File: config.mk
export PLATFORM = sky130hd
export DESIGN_NAME = magic_header_packet_deframer
export DESIGN_NICKNAME = d
export VERILOG_FILES = /design/src/hdl/mhd_pkg.sv /design/src/hdl/magic_header_packet_deframer.sv /design/src/hdl/mhd_cell.sv /design/src/hdl/mhd_hdr_check.sv
export VERILOG_INCLUDE_DIRS = /design/src /design/src/hdl
export SDC_FILE = /design/constraint.sdc
export NUM_CORES = 1
export LEC_CHECK = 0
export BUFFER_PORTS_ARGS = -buffer_cell sky130_fd_sc_hd__buf_2
export CAP_MARGIN = 10
export CELL_PAD_IN_SITES_DETAIL_PLACEMENT = 1
export CELL_PAD_IN_SITES_GLOBAL_PLACEMENT = 2
export CORE_ASPECT_RATIO = 0.75
export CORE_MARGIN = 2
export CORE_UTILIZATION = 35
export CTS_BUF_LIST = sky130_fd_sc_hd__clkbuf_8
export DETAILED_ROUTE_END_ITERATION = 16
export MAX_ROUTING_LAYER = met4
export PLACE_DENSITY_LB_ADDON = 0.1
export SYNTH_ARGS = -nofsm -noshare
export SYNTH_HDL_FRONTEND = slang
export SYNTH_SLANG_ARGS = --single-unit
export TNS_END_PERCENT = 20
File: constraint.sdc
create_clock -name i_clk -period 8.8 [get_ports i_clk]
set_clock_uncertainty 0.1 [all_clocks]
set_input_delay 1.76 -clock i_clk [delete_from_list [all_inputs] [get_ports i_clk]]
set_output_delay 1.76 -clock i_clk [all_outputs]
set_load 0.05 [all_outputs]
File: src/hdl/magic_header_packet_deframer_macros.svh
// Assertion macros used by the deframer top level.
`ifndef MAGIC_HEADER_PACKET_DEFRAMER_MACROS_SVH
`define MAGIC_HEADER_PACKET_DEFRAMER_MACROS_SVH

// Consequence must hold in the same cycle as the antecedent.
`define MHD_ASSERT_NOW(label, ante, cons, msg) \
    label: assert property (@(posedge i_clk) disable iff (!i_rst_n) \
        (ante) |-> (cons)) else $error(msg);

// Consequence must hold in the cycle after the antecedent.
`define MHD_ASSERT_NEXT(label, ante, cons, msg) \
    label: assert property (@(posedge i_clk) disable iff (!i_rst_n) \
        (ante) |=> (cons)) else $error(msg);

`endif

File: src/hdl/mhd_pkg.sv
// Package with the types and constants of the magic header packet deframer.
package mhd_pkg;

    localparam int HDR_BYTES       = 20;
    localparam int MAGIC_BYTES     = 4;
    localparam int NCELLS          = HDR_BYTES - 1;
    localparam int LENGTH_BITS_DEF = 24;
    localparam int CFG_BITS        = 24;
    localparam int DIM_BITS        = 11;

    localparam logic [15:0]         DIM_MAX       = 16'd1024;
    localparam logic [31:0]         LEN_MIN       = 32'd4;
    localparam logic [CFG_BITS-1:0] MAX_LEN_RESET = 24'd262144;

    localparam logic [MAGIC_BYTES-1:0][7:0] MAGIC = {8'h56, 8'h4D, 8'h50, 8'h46};

    localparam logic KIND_HEADER  = 1'b0;
    localparam logic KIND_PAYLOAD = 1'b1;

    typedef logic [HDR_BYTES-1:0][7:0] t_hdr_bytes;

    typedef struct packed {
        logic       valid;
        logic [7:0] data;
    } t_cell_data;

    typedef struct packed {
        logic shift;
        logic clear;
    } t_cell_ctrl;

    typedef struct packed {
        logic                ok;
        logic [DIM_BITS-1:0] width;
        logic [DIM_BITS-1:0] height;
        logic [31:0]         seq;
        logic [31:0]         len;
    } t_hdr_info;

    typedef struct packed {
        logic                kind;
        logic [DIM_BITS-1:0] frame_width;
        logic [DIM_BITS-1:0] frame_height;
        logic [31:0]         frame_sequence;
        logic [CFG_BITS-1:0] payload_length;
        logic [7:0]          payload_byte;
        logic                last;
    } t_result;

endpackage

File: src/hdl/magic_header_packet_deframer.sv
// Top level of the magic header packet deframer.
//
// Received bytes enter on the input channel (i_in_valid, o_in_stall, i_byte_in),
// one per unstalled cycle. While hunting, each byte shifts into a chain of 19 byte
// cells; together with the arriving byte they form a 20-byte window which is
// checked for the magic "FPMV", width and height of 1 to 1024 and a length of
// 4 up to the maximum held in the configuration register (i_cfg_we, i_cfg_data).
// A window that passes yields one header word and clears the chain; the next
// bytes then leave as payload words, the final one flagged by o_last.
// Results leave on the output channel (o_out_valid, i_out_stall) from registers,
// and a new byte is taken in every cycle while o_in_stall is low. A two-entry
// output buffer absorbs a stalled receiver: o_in_stall rises only when both
// entries are full, and it is a registered signal.
// Synchronous reset empties the chain and the output buffer, returns the block
// to hunting and sets the maximum payload length to 262144.
module magic_header_packet_deframer
    import mhd_pkg::*;
#(
    parameter int LENGTH_BITS = LENGTH_BITS_DEF
) (
    input  logic                i_clk,
    input  logic                i_rst_n,
    input  logic                i_cfg_we,
    input  logic [CFG_BITS-1:0] i_cfg_data,
    input  logic                i_in_valid,
    output logic                o_in_stall,
    input  logic [7:0]          i_byte_in,
    output logic                o_out_valid,
    input  logic                i_out_stall,
    output logic                o_kind,
    output logic [DIM_BITS-1:0] o_frame_width,
    output logic [DIM_BITS-1:0] o_frame_height,
    output logic [31:0]         o_frame_sequence,
    output logic [CFG_BITS-1:0] o_payload_length,
    output logic [7:0]          o_payload_byte,
    output logic                o_last
);

    logic [CFG_BITS-1:0]    r_max_len;
    logic                   r_in_payload;
    logic                   n_in_payload;
    logic [LENGTH_BITS-1:0] r_bytes_left;
    logic [LENGTH_BITS-1:0] n_bytes_left;
    logic                   r_out_valid;
    t_result                r_out;
    logic                   r_sk_valid;
    t_result                r_sk;

    t_cell_data             cell_q [NCELLS];
    t_cell_ctrl             cell_ctrl;
    t_hdr_bytes             window;
    t_hdr_info              hdr;
    logic                   in_take;
    logic                   out_free;
    logic                   hdr_hit;
    logic                   res_valid;
    t_result                res;
    logic                   cells_busy;

    assign o_in_stall = r_sk_valid;
    assign in_take    = i_in_valid && !r_sk_valid;
    assign out_free   = !r_out_valid || !i_out_stall;

    // Chain of byte cells: cell 0 holds the newest byte.
    for (genvar j = 0; j < NCELLS; j++) begin : g_cell
        t_cell_data prev;
        if (j == 0) begin : g_head
            assign prev = '{valid: 1'b1, data: i_byte_in};
        end else begin : g_link
            assign prev = cell_q[j-1];
        end
        mhd_cell u_cell (
            .i_clk  (i_clk),
            .i_rst_n(i_rst_n),
            .i_ctrl (cell_ctrl),
            .i_prev (prev),
            .o_cell (cell_q[j])
        );
    end

    always_comb begin
        window[HDR_BYTES-1] = i_byte_in;
        cells_busy          = 1'b0;
        for (int k = 0; k < NCELLS; k++) begin
            window[k]  = cell_q[NCELLS-1-k].data;
            cells_busy = cells_busy | cell_q[k].valid;
        end
    end

    mhd_hdr_check #(
        .LENGTH_BITS(LENGTH_BITS)
    ) u_hdr_check (
        .i_bytes  (window),
        .i_full   (cell_q[NCELLS-1].valid),
        .i_max_len(r_max_len),
        .o_info   (hdr)
    );

    always_comb begin
        hdr_hit         = in_take && !r_in_payload && hdr.ok;
        cell_ctrl.shift = in_take && !r_in_payload;
        cell_ctrl.clear = hdr_hit;
        n_in_payload    = r_in_payload;
        n_bytes_left    = r_bytes_left;
        res_valid       = 1'b0;
        res             = '0;
        if (in_take && r_in_payload) begin
            res_valid        = 1'b1;
            res.kind         = KIND_PAYLOAD;
            res.payload_byte = i_byte_in;
            res.last         = (r_bytes_left == LENGTH_BITS'(1));
            n_bytes_left     = r_bytes_left - LENGTH_BITS'(1);
            if (res.last) begin
                n_in_payload = 1'b0;
            end
        end else if (hdr_hit) begin
            res_valid          = 1'b1;
            res.kind           = KIND_HEADER;
            res.frame_width    = hdr.width;
            res.frame_height   = hdr.height;
            res.frame_sequence = hdr.seq;
            res.payload_length = hdr.len[CFG_BITS-1:0];
            n_in_payload       = 1'b1;
            n_bytes_left       = hdr.len[LENGTH_BITS-1:0];
        end
    end

    always_ff @(posedge i_clk) begin
        if (!i_rst_n) begin
            r_max_len    <= MAX_LEN_RESET;
            r_in_payload <= 1'b0;
            r_bytes_left <= '0;
        end else begin
            if (i_cfg_we) begin
                r_max_len <= i_cfg_data;
            end
            r_in_payload <= n_in_payload;
            r_bytes_left <= n_bytes_left;
        end
    end

    always_ff @(posedge i_clk) begin
        if (!i_rst_n) begin
            r_out_valid <= 1'b0;
            r_sk_valid  <= 1'b0;
        end else if (out_free) begin
            if (r_sk_valid) begin
                r_out_valid <= 1'b1;
                r_sk_valid  <= 1'b0;
            end else begin
                r_out_valid <= res_valid;
            end
        end else if (res_valid) begin
            r_sk_valid <= 1'b1;
        end
    end

    always_ff @(posedge i_clk) begin
        if (out_free) begin
            if (r_sk_valid) begin
                r_out <= r_sk;
            end else if (res_valid) begin
                r_out <= res;
            end
        end else if (res_valid) begin
            r_sk <= res;
        end
    end

    assign o_out_valid      = r_out_valid;
    assign o_kind           = r_out.kind;
    assign o_frame_width    = r_out.frame_width;
    assign o_frame_height   = r_out.frame_height;
    assign o_frame_sequence = r_out.frame_sequence;
    assign o_payload_length = r_out.payload_length;
    assign o_payload_byte   = r_out.payload_byte;
    assign o_last           = r_out.last;

    `include "magic_header_packet_deframer_macros.svh"

    `MHD_ASSERT_NOW(a_skid_behind_out, r_sk_valid, r_out_valid, "skid entry without output entry")
    `MHD_ASSERT_NOW(a_payload_cells_empty, r_in_payload, !cells_busy, "cells hold bytes in payload")
    `MHD_ASSERT_NOW(a_payload_count, r_in_payload, r_bytes_left != '0, "payload with no bytes left")
    `MHD_ASSERT_NEXT(a_hdr_enters_payload, hdr_hit, r_in_payload && r_out_valid, "header not taken")
    `MHD_ASSERT_NEXT(a_last_leaves_payload, res_valid && res.last, !r_in_payload, "stuck in payload")

endmodule

File: src/hdl/mhd_cell.sv
// One byte cell of the header search chain.
module mhd_cell
    import mhd_pkg::*;
(
    input  logic       i_clk,
    input  logic       i_rst_n,
    input  t_cell_ctrl i_ctrl,
    input  t_cell_data i_prev,
    output t_cell_data o_cell
);

    logic       r_valid;
    logic [7:0] r_data;

    always_ff @(posedge i_clk) begin
        if (!i_rst_n) begin
            r_valid <= 1'b0;
        end else if (i_ctrl.clear) begin
            r_valid <= 1'b0;
        end else if (i_ctrl.shift) begin
            r_valid <= i_prev.valid;
        end
    end

    always_ff @(posedge i_clk) begin
        if (i_ctrl.shift) begin
            r_data <= i_prev.data;
        end
    end

    assign o_cell = '{valid: r_valid, data: r_data};

endmodule

File: src/hdl/mhd_hdr_check.sv
// Decoding and checking of a 20-byte little-endian header window.
module mhd_hdr_check
    import mhd_pkg::*;
#(
    parameter int LENGTH_BITS = LENGTH_BITS_DEF
) (
    input  t_hdr_bytes          i_bytes,
    input  logic                i_full,
    input  logic [CFG_BITS-1:0] i_max_len,
    output t_hdr_info           o_info
);

    localparam logic [32:0] LEN_MASK = (33'd1 << LENGTH_BITS) - 33'd1;

    logic [15:0] w;
    logic [15:0] h;
    logic [31:0] len;
    logic        magic_ok;
    logic        dims_ok;
    logic        len_ok;

    always_comb begin
        w   = {i_bytes[5], i_bytes[4]};
        h   = {i_bytes[7], i_bytes[6]};
        len = {i_bytes[19], i_bytes[18], i_bytes[17], i_bytes[16]};
        magic_ok = 1'b1;
        for (int k = 0; k < MAGIC_BYTES; k++) begin
            if (i_bytes[k] != MAGIC[k]) begin
                magic_ok = 1'b0;
            end
        end
        dims_ok = (w != 16'd0) && (w <= DIM_MAX) && (h != 16'd0) && (h <= DIM_MAX);
        len_ok  = (len >= LEN_MIN) && (len <= {8'd0, i_max_len})
                  && ({1'b0, len} <= LEN_MASK);
        o_info.ok     = i_full && magic_ok && dims_ok && len_ok;
        o_info.width  = w[DIM_BITS-1:0];
        o_info.height = h[DIM_BITS-1:0];
        o_info.seq    = {i_bytes[11], i_bytes[10], i_bytes[9], i_bytes[8]};
        o_info.len    = len;
    end

endmodule

# [Yosys cells after proc, flatten, opt, wreduce, memory -nomap -nowiden]
# Cells that the tools add are included.
# W data, S select, Z words.
[word_totals] word_cells=115 out_inout_bits=90 inputBits=37 regBits=398
[classes] n_mux=18 addsub=1 n_bitwise=2 reduce_logical=26 n_eq_ne=6 order_cmp=5
[op_table] operator="$mux W88" count=2
[op_table] operator="$mux W78" count=2
[op_table] operator="$mux W24" count=2
[op_table] operator="$ge A32 B3 Y1 const B" count=1
[op_table] operator="$le A16 B11 Y1 const B" count=2
[op_table] operator="$le A32 B24 Y1" count=1
[op_table] operator="$le A32 B24 Y1 const B" count=1
[op_table] operator="$ne A8 B7 Y1 const B" count=4
[op_table] operator="$reduce_bool A16 Y1" count=2
[op_table] operator="$eq A24 B1 Y1 const B" count=1
[op_table] operator="$sub A24 B1 Y24 const B" count=1
[op_table] operator="$logic_and A1 B1 Y1" count=12
[op_table] operator="$mux W1" count=11
[op_table] operator="$mux W9" count=1
[op_table] operator="$reduce_and A2 Y1" count=3
[op_table] operator="$logic_not A1 Y1" count=4
[op_table] operator="$reduce_bool A2 Y1" count=2
[op_table] operator="$reduce_or A2 Y1" count=2
[op_table] operator="$ne A2 B1 Y1 const B" count=1
[op_table] operator="$not A1 Y1" count=2
[op_table] operator="$logic_or A1 B1 Y1" count=1

# [Logic depth before layout (Yosys ltp)]
# Gate-level depths: netlist (run 1).
[depth] depth_word=13 ltp_mapped=12 mapped_depth_nobuf=9

# [Hierarchy]
# Synthesis (run 1) repeated with hierarchy kept, for this count alone.
[unflattened] hier_cells=1086 hier_area_um2=15966.6
[by_module_without_submodules] module="magic_header_packet_deframer" cells_per_inst=650 n_inst=1 seq_area_each_um2=6306.0 area_per_inst_um2=8928.6
[by_module_without_submodules] module="mhd_cell" cells_per_inst=12 n_inst=19 seq_area_each_um2=260.2 area_per_inst_um2=290.3
[by_module_without_submodules] module="mhd_hdr_check" cells_per_inst=208 n_inst=1 seq_area_each_um2=0.0 area_per_inst_um2=1522.7

# [Least setup slack after synthesis (run 1)]
# Ideal clock, no wire load.
[synth_timing] kind="input to register" from="input i_in_valid" to="register r_out, in the netlist o_frame_height[0], enable pin" n_path_buf=1 required_time_ps=8137 path_slack_ps=216 setup_ps=563 stages=9 arrival_ps=7921 cell_sequence="or3b_1 > buf_2 > clkinv_2 > nand4_1 > or4_1 > nor4_4 > a21boi_4 > nor3_1 > a21oi_1"
[synth_between] elab_chain_len=7 word_cells_on_any_way=8 cone_classes="mux: 2; reduce/logical: 6"
[synth_lines] element="from (decl)" line="magic_header_packet_deframer.sv:25" source="input logic i_in_valid,"
[synth_lines] element="$logic_and A1 B1 Y1 (*)" line="magic_header_packet_deframer.sv:61" source="assign in_take = i_in_valid && !r_sk_valid;"
[synth_lines] element="$logic_and A1 B1 Y1 (2 in series)" line="magic_header_packet_deframer.sv:100" source="hdr_hit = in_take && !r_in_payload && hdr.ok;"
[synth_lines] element="$mux W1" line="magic_header_packet_deframer.sv:116" source="end else if (hdr_hit) begin"
[synth_lines] element="$mux W1 (*)" line="magic_header_packet_deframer.sv:107" source="if (in_take && r_in_payload) begin"
[synth_lines] element="$reduce_bool A2 Y1 (no line) (*)"
[synth_lines] element="$reduce_and A2 Y1 (no line) (*)"
[synth_lines] element="to (signal assigned)" line="magic_header_packet_deframer.sv:161" source="r_out <= r_sk;"
[synth_lines] element="to (signal assigned)" line="magic_header_packet_deframer.sv:163" source="r_out <= res;"
[synth_lines] element="to (decl)" line="magic_header_packet_deframer.sv:45" source="t_result r_out;"
# Every way passes the cells marked *; elsewhere a longest branch is shown, timed or not.
# A chain may end at the register's enable or synchronous reset.

# [Final worst setup path (run 1)]
[layout_timing] from="input i_in_valid" to="register r_out, in the netlist o_payload_length[13], enable pin"
# The elaborated chain is that of the path after synthesis.

==> results of run 1 <==
-- sequential cells by signal, indices dropped and copies added, names as in the netlist --
| name | flops |
|---|---|
| o_kind | 1 |
| g_cell.u_cell.r_data | 152 |
| r_sk | 88 |
| o_payload_length | 24 |
| o_frame_height | 11 |
| o_payload_byte | 8 |
| r_bytes_left | 24 |
| r_in_payload | 1 |
| r_max_len | 24 |
| o_out_valid | 1 |
| g_cell.u_cell.r_valid | 19 |
| o_frame_width | 11 |
| o_frame_sequence | 32 |
| o_last | 1 |
| o_in_stall | 1 |
-- power by group through the flow --
| stage | logic, W | registers [W] | clock network, W |
|---|---|---|---|
| 2_1_floorplan | 0.0000567 | 0.00214 | 0 |
| 3_3_place_gp | 0.0000823 | 0.00216 | 0 |
| 3_5_place_dp | 0.0000849 | 0.00216 | 0 |
| 4_1_cts | 0.0000854 | 0.00212 | 0.00166 |
| 5_1_grt | 0.0000954 | 0.00213 | 0.00174 |
| 6_report | 0.0000832 | 0.00212 | 0.00159 |
-- worst max-delay path, stage by stage --
cell and delay [ps]:
buf_2 90, or3b_1 660, inv_6 420, nand4_1 120, or4_1 580, nor4_4 470
a21boi_4 600, nor3_1 200, a21oi_4 450, buf_12 420
-- worst paths after layout --
kind | startpoint | to | slack (ps) | cells past startpoint
worst max register to register | o_in_stall$_SDFFE_PP0P_ | o_payload_length[13]$_DFFE_PP_ | 3770 | 9
worst min register to register | g_cell[5].u_cell.r_data[3]$_DFFE_PP_ | g_cell[6].u_cell.r_data[3]$_DFFE_PP_ | 310 | 0
worst max-delay path | i_in_valid | o_payload_length[13]$_DFFE_PP_ | 3030 | 10
worst min-delay path | g_cell[5].u_cell.r_data[3]$_DFFE_PP_ | g_cell[6].u_cell.r_data[3]$_DFFE_PP_ | 310 | 0
-- cells in the mapped netlist, types with 2 or more instances --
cell type  count  area share (%)
buf_2          8            0.26
o21ai_0       10            0.33
a311o_1        2            0.13
nor3_1        19            0.63
dfxtp_1       70             9.2
a2bb2oi_1      2            0.12
inv_1         31            0.77
nor3b_1        3            0.15
clkbuf_1      28            0.69
nor2b_1        5            0.21
buf_6          2            0.15
nor4b_1        7            0.40
a311oi_1       4            0.23
and4b_1        2            0.13
o211ai_1       2           0.099
nand3b_1       9            0.44
mux2i_1       27             1.8
or4_1          7            0.35
o31ai_1        4            0.20
ha_1          26             2.1
and2_1        87             3.6
o31a_1        10            0.58
a21o_1        82             4.0
or3_1          7            0.29
nand2_1       75             1.9
nor4_1        18            0.74
a21oi_1       39             1.3
nand3_1       13            0.43
edfxtp_1     328              65
xor2_1         2            0.12
nand2b_1       3            0.12
a31oi_1        3            0.12
nor2_1        55             1.4
nand4_1       15            0.62
nor4bb_1       5            0.33
and3_1         4            0.16
-- cell families (layout without fill, tap and decap cells) --
group                      Yosys count  after routing  share of synthesized area, %
AOI/OAI and AO/OA                  168            168                         7.825
xor gates and xnor gates             3              3                        0.1728
adders and majority gates           26             26                         2.139
buffers and inverters               73            290                         2.007
DFF                                398            398                         73.98
muxes                               27             27                         1.777
and+or+nand+nor                    338            338                         12.09
-- routing by layer --
layer | track usage (%) | part of all wire [%] | vias up
li1 | - | - | 4202
met1 | 22.89 | 50 | 4376
met2 | 23.13 | 43 | 161
met3 | 3.349 | 4.6 | 78
met4 | 5.171 | 2.3 | 0
met5 | - | 0 | -
-- layout make-up --
type                            instances  area share (%)
Tap cell                              578           4.067
Clock buffer                           71           5.496
Sequential cell                       398           63.30
Timing Repair Buffer                  136           4.109
Multi-Input combinational cell        562           20.64
Inverter                               32          0.7037
Clock inverter                         51           1.689
-- through the flow --
stage | cells | hold slack (ps) | total power (W) | cell area (sq um) | utilization (%)
final | 1828 | 306.1 | 0.003797 | 17780 | 41.25
after global routing | 1828 | 311.0 | 0.003958 | 17780 | 41.25
after CTS | 1828 | 302.8 | 0.003862 | 17780 | 41.25
after detailed placement | 1706 | 305.2 | 0.002246 | 16500 | 38.29
after global placement | 1706 | 300.1 | 0.002243 | 16500 | 38.29
after floorplan | 1033 | 300.3 | 0.002198 | 15210 | -
==> impl_metrics.json, run 1 <==
{
  "p_sw_share_pct": 22.29,
  "finalMaxSlewViolations": 0,
  "clk_pin_slew_ps": 60,
  "power_leakage_nw": 6.690,
  "vias": 8817,
  "period_share_pct": 65.52,
  "die_y_um": 184.5,
  "wl_per_cell_um": 19.06,
  "syn_area_sq_um": 15210,
  "fin_tns_setup_ps": 0,
  "die_x_um": 244.7,
  "synth_warnings": 0,
  "required_ps": 8930,
  "io_pins": 127,
  "num_antenna_cells": 0,
  "track_usage_pct": 16.15,
  "synthFlopType": "edfxtp_1",
  "first_iter_violations": 476,
  "core_sq_um": 43110,
  "routed_via_density": 4.823,
  "cts_num_sinks": 398,
  "clockBufferDepth": 3,
  "io_buffers": 126,
  "remaining_drc_errors": 0,
  "num_rows": 66,
  "layout_common_cells": "edfxtp_1, buf_2, and2_1, a21o_1, nand2_1",
  "end_kind": "flip-flop",
  "crit_path_max_fanout": 76,
  "p_int_w": 0.002951,
  "fmax_ghz": 0.1734,
  "yosys.cell_types.count": 55,
  "first_pass_iters": 4,
  "gr-total-overflow": 0,
  "numCtsBuffers": 68,
  "multi_input_area_sq_um": 3670,
  "grt_setup_unrepaired": "false",
  "cts_tree": "done",
  "ys_seq_elements": 398,
  "p_clk_share_pct": 42.0,
  "power_frac_seq_pct": 55.8,
  "pwr-share-comb_pct": 2.2,
  "final-seq-area_sq_um": 11250,
  "synth_cells": 1033,
  "clock_latency_ps": 610,
  "cts-htree-levels": 3,
  "status": "finished, final reports clean",
  "cap_viol_max_count": 0,
  "crit_arrival_ps": 5900,
  "synthesis.nets": 1096,
  "grt_max_degree": 78,
  "finalHoldViolCount": 0,
  "layout-drive-gt1-share_pct": 18.40,
  "grt_pass1_vias": 9137,
  "slew-limit-headroom_pct": 26.39,
  "mostFrequentLayoutCell": "edfxtp_1",
  "synth_seq_area_share_pct": 73.98,
  "cts_resized": 0,
  "start_util_pct": 35.28,
  "drtAntennaViolNets": 0,
  "post-route-min-period_ps": 5766,
  "synth_edf_count": 328,
  "fin_nets": 1261,
  "drt-total-wl_mm": 34.85,
  "cts_setup_buffers": 0,
  "place_hpwl_mm": 22.38,
  "start_kind": "input port",
  "design.die.area_sq_um": 45150,
  "gp_congestion": 0.7830,
  "cts_root_buf": "clkbuf_8",
  "dp_slack_ps": 2355,
  "ir_drop_mv": 0.09353,
  "p_sw_w": 0.0008464,
  "worstSetupPathType": "input port to flip-flop",
  "syn_avg_cell_area_sq_um": 14.72,
  "setup_viol": 0,
  "grt_pass1_wl_mm": 54.01,
  "async_reset_ff_share_pct": 0,
  "ctsHoldBuffers": 0,
  "min_path_type": "flip-flop to flip-flop",
  "tightest_slew_ps": 1094,
  "area_delta_synth_final_pct": 16.92,
  "fin_ws_ps": 3034,
  "power_density_nw_per_um2": 213.6,
  "grt_antenna_before_repair": 1,
  "num-fill-cells": 4509
}
Note: power is estimated with default switching activity, not from simulation.
==> run 2: changes to the inputs <==
==> constraint.sdc (replaced) <==
create_clock -name i_clk -period 5.5 [get_ports i_clk]
set_clock_uncertainty 0.1 [all_clocks]
set_input_delay 1.1 -clock i_clk [delete_from_list [all_inputs] [get_ports i_clk]]
set_output_delay 1.1 -clock i_clk [all_outputs]
set_load 0.05 [all_outputs]
==> run 2 against run 1 <==
Against the previous run:
- die area unchanged
- via count down 0.18%
- sequential share of layout area down 0.080 points
==> impl_metrics.json, run 2 (synthesis gave the netlist of run 1 again) <==
{
  "cts_root_buf": "clkbuf_8",
  "dp_cells": 1709,
  "area_delta_synth_final_pct": 17.07,
  "drt-total-wl_mm": 35.56,
  "crit_family": "simple AND/OR/NAND/NOR gates",
  "path_buf_inv": 3,
  "remaining_drc_errors": 0,
  "end_kind": "flip-flop",
  "grt_antenna_before_repair": 0,
  "crit_arrival_ps": 4270,
  "cts-htree-levels": 3,
  "design.die.area_sq_um": 45150,
  "start_util_pct": 35.28,
  "status": "finished, final reports clean",
  "cp_slowest_stage_delay_ps": 670,
  "gp_congestion": 0.7514,
  "die_x_um": 244.7,
  "period_share_pct": 75.08,
  "p_int_w": 0.004726,
  "crit_path_max_fanout": 69,
  "io_buffers": 126,
  "num_rows": 66,
  "p_clk_share_pct": 41.9,
  "fin_nets": 1264,
  "power_leakage_nw": 6.682,
  "fin_tns_setup_ps": 0,
  "finalHoldViolCount": 0,
  "clockBufferDepth": 3,
  "layout-drive-gt1-share_pct": 18.27,
  "routed_via_density": 4.815,
  "cp_cell_sequence": "buf_2 -> or3b_1 -> inv_6 -> nand4_1 -> or4_1 -> nor4_4 -> a21boi_4 -> nor3_1 -> a21oi_4 -> buf_12",
  "required_ps": 5640,
  "clock_latency_ps": 620,
  "first_iter_violations": 472,
  "cts_tree": "done",
  "finalMaxSlewViolations": 0,
  "cts_num_sinks": 398,
  "drtAntennaViolNets": 0,
  "cts_resized": 0,
  "ctsHoldBuffers": 0,
  "pwr-share-comb_pct": 2.2,
  "post-route-min-period_ps": 4129,
  "fmax_ghz": 0.2422,
  "setup_viol": 0,
  "grt_pass1_wl_mm": 54.82,
  "io_pins": 127,
  "ir_drop_mv": 0.1428,
  "power_frac_seq_pct": 55.8,
  "power_density_nw_per_um2": 341.1,
  "grt_max_degree": 172,
  "cts_setup_buffers": 0,
  "crit_slowest_cell": "or3b_1",
  "gr-total-overflow": 0,
  "place_hpwl_mm": 22.71,
  "dp_slack_ps": 744.5,
  "vias": 8801,
  "grt_setup_unrepaired": "false",
  "fin_area_sq_um": 17800,
  "numCtsBuffers": 68,
  "core_sq_um": 43110,
  "mostFrequentLayoutCell": "edfxtp_1",
  "first_pass_iters": 4,
  "p_sw_share_pct": 22.18,
  "instances_no_fill": 1828,
  "start_kind": "input port",
  "grt_pass1_vias": 9034,
  "largest_reg_flops": 152,
  "clk_pin_slew_ps": 60,
  "track_usage_pct": 16.43,
  "regMostFlops": "g_cell.u_cell.r_data",
  "min_path_type": "flip-flop to flip-flop",
  "placed_cell_area_sq_um": 16540,
  "wl_per_cell_um": 19.45,
  "final_core_util_pct": 41.30,
  "cap_viol_max_count": 0,
  "worstSetupPathType": "input port to flip-flop",
  "layout_common_cells": "edfxtp_1, buf_2, and2_1, a21o_1, nand2_1",
  "slew-limit-headroom_pct": 21.10,
  "die_y_um": 184.5,
  "p_sw_w": 0.001347,
  "fin_ws_ps": 1371,
  "tightest_slew_ps": 1173
}
[run 2: changes by cell type in the layout (fill, tap and decap cells not counted), moves of 2 or more]
cell,delta
buf_4,+2
clkinv_1,+2
clkinv_2,-6
inv_1,-2
diode_2,+2
[run 2: per-stage QoR]
step | total power, W | hold WS [ps]
floorplan | 0.003512 | 300.3
global placement | 0.003590 | 300.9
detailed placement | 0.003594 | 305.2
CTS | 0.006177 | 309.8
global route | 0.006327 | 309.7
finish | 0.006073 | 307.6
[run 2: metal layers]
layer	track usage, %	vias up	routed length, um
li1	-	4205	-
met1	23.02	4364	17750
met2	23.58	166	15710
met3	3.465	66	1352
met4	5.780	0	748
met5	-	-	0
[run 2: path summary, 6_finish.rpt]
kind	startpoint	slack, ps	end	cells past startpoint
min reg2reg	g_cell[4].u_cell.r_data[3]$_DFFE_PP_	310	g_cell[5].u_cell.r_data[3]$_DFFE_PP_	0
min	g_cell[4].u_cell.r_data[3]$_DFFE_PP_	310	g_cell[5].u_cell.r_data[3]$_DFFE_PP_	0
max	i_in_valid	1370	o_payload_length[4]$_DFFE_PP_	10
max reg2reg	g_cell[13].u_cell.r_data[6]$_DFFE_PP_	1450	g_cell[7].u_cell.r_valid$_SDFFE_PP0P_	8
[run 2: final cells by class]
| type | count | area [sq um] |
|---|---|---|
| diodes | 2 | 5.005 |
| inverters | 32 | 125.1 |
| clock buffers | 72 | 991.0 |
| flip-flops and latches | 398 | 11250 |
| fillers | 4466 | 25300 |
| repair buffers | 139 | 765.7 |
| clock inverters | 45 | 269.0 |
| multi-input cells | 562 | 3670 |
| well taps | 578 | 723.2 |
[run 2: power groups by stage]
stage	logic, W	clock network [W]	registers, W
after floorplan	0.0000907	0	0.00342
after global placement	0.000135	0	0.00346
after detailed placement	0.000138	0	0.00346
after CTS	0.000139	0.00265	0.00339
after global routing	0.000156	0.00277	0.00340
final	0.000135	0.00255	0.00339
==> run 3: changes to the inputs <==
==> constraint.sdc (replaced) <==
create_clock -name i_clk -period 3.6 [get_ports i_clk]
set_clock_uncertainty 0.1 [all_clocks]
set_input_delay 0.72 -clock i_clk [delete_from_list [all_inputs] [get_ports i_clk]]
set_output_delay 0.72 -clock i_clk [all_outputs]
set_load 0.05 [all_outputs]
==> run 3 against run 2 <==
Against the previous run:
- worst setup slack got worse by 1100 ps
- clock power grew 58%
- hold slack worse by 94 ps
- highest routed layer unchanged
==> impl_metrics.json, run 3 (synthesis gave the netlist of run 1 again) <==
{
  "worstSetupPathType": "flip-flop to flip-flop",
  "clockBufferDepth": 3,
  "routed_via_density": 4.832,
  "status": "finished, final reports clean",
  "grt_pass1_wl_mm": 56.55,
  "num-fill-cells": 4459,
  "crit_path_max_fanout": 25,
  "tightest_slew_ps": 1114,
  "numCtsBuffers": 67,
  "gr-total-overflow": 0,
  "min_path_type": "input port to flip-flop",
  "end_kind": "flip-flop",
  "area_delta_synth_final_pct": 20.11,
  "largest_reg_flops": 152,
  "cts_root_buf": "clkbuf_8",
  "regMostFlops": "g_cell.u_cell.r_data",
  "cts_tree": "done",
  "die_y_um": 184.5,
  "clk_pin_slew_ps": 60,
  "finalPower_w": 0.009449,
  "setup_viol": 0,
  "period_share_pct": 91.27,
  "fmax_ghz": 0.3043,
  "fin_nets": 1297,
  "grt_max_degree": 92,
  "slew-limit-headroom_pct": 25.76,
  "layout-drive-gt1-share_pct": 20.93,
  "first_pass_iters": 4,
  "finalHoldViolCount": 0,
  "layout_common_cells": "edfxtp_1, buf_2, and2_1, a21o_1, clkbuf_8",
  "cts_setup_buffers": 0,
  "ir_drop_mv": 0.2055,
  "hold_path_depth": 1,
  "num_rows": 66,
  "required_ps": 3800,
  "power_density_nw_per_um2": 517.3,
  "io_pins": 127,
  "drtAntennaViolNets": 0,
  "rr_worst_depth": 9,
  "start_util_pct": 35.28,
  "mostFrequentLayoutCell": "edfxtp_1",
  "wl_per_cell_um": 19.43,
  "start_kind": "flip-flop",
  "holdWs_ps": 213.9,
  "first_iter_violations": 465,
  "grt_pass1_vias": 9444,
  "cap_viol_max_count": 0,
  "drt-total-wl_mm": 36.19,
  "place_hpwl_mm": 23.73,
  "finalMaxSlewViolations": 0,
  "vias": 9002,
  "remaining_drc_errors": 0,
  "cts_num_sinks": 398,
  "crit_arrival_ps": 3490,
  "grt_setup_unrepaired": "false",
  "num_antenna_cells": 0,
  "track_usage_pct": 16.89,
  "clock_latency_ps": 610,
  "cts_resized": 0,
  "gp_congestion": 0.7668,
  "design.die.area_sq_um": 45150,
  "ctsHoldBuffers": 0,
  "power_leakage_nw": 6.937,
  "fin_tns_setup_ps": 0,
  "io_buffers": 126,
  "post-route-min-period_ps": 3286,
  "die_x_um": 244.7,
  "cts-htree-levels": 3,
  "core_sq_um": 43110,
  "grt_antenna_before_repair": 1
}
-- run 3: metal layers --
layer	GRT usage [%]	wire length (um)	up-vias
li1	-	-	4277
met1	23.69	17810	4488
met2	24.53	16170	173
met3	3.509	1416	64
met4	5.317	793	0
met5	-	0	-
-- run 3: critical path, cell delays in order (launching register included) --
cell      delay (ps)
edfxtp_1         480
nor4b_1          360
nand4_1          230
or4_1            590
or4_1            470
a21oi_4          160
nor2_1            80
nor2_4           140
buf_12           150
buf_12           190
-- run 3: cell type report --
class	instances	area, sq um	area share (%)
clock buffer	78	1074	5.878
multi-input combinational	562	3685	20.17
timing repair buffer	173	1146	6.275
sequential	398	11250	61.62
tap	578	723.2	3.959
inverter	32	125.1	0.6850
clock inverter	42	257.7	1.411
-- run 3: final timing paths --
path,startpoint,endpoint,slack (ps)
worst max-delay path,g_cell[13].u_cell.r_data[6]$_DFFE_PP_,r_sk[60]$_DFFE_PP_,310
worst min-delay path,i_byte_in[6],g_cell[0].u_cell.r_data[6]$_DFFE_PP_,210
worst max register to register,g_cell[13].u_cell.r_data[6]$_DFFE_PP_,r_sk[60]$_DFFE_PP_,310
worst min register to register,g_cell[4].u_cell.r_data[2]$_DFFE_PP_,g_cell[5].u_cell.r_data[2]$_DFFE_PP_,310
-- run 3: power breakdown --
part	total, W	switching [W]	leakage [nW]	internal, W
Clock	0.00404	0.00185	0.772	0.00219
Sequential	0.00517	0.0000828	3.27	0.00508
Combinational	0.000239	0.000149	2.90	0.0000898
Total	0.00945	0.00208	6.94	0.00737
-- run 3: metrics by stage --
step | util, % | instance area [sq um] | std cells | setup WS (ps)
after CTS | 42.37 | 18270 | 1863 | 303.3
final | 42.37 | 18270 | 1863 | 314.1
after global placement | 39.28 | 16930 | 1743 | 20.83
after floorplan | - | 15250 | 1033 | -915.7
after detailed placement | 39.28 | 16930 | 1743 | -126.0
after global routing | 42.37 | 18270 | 1863 | 76.67
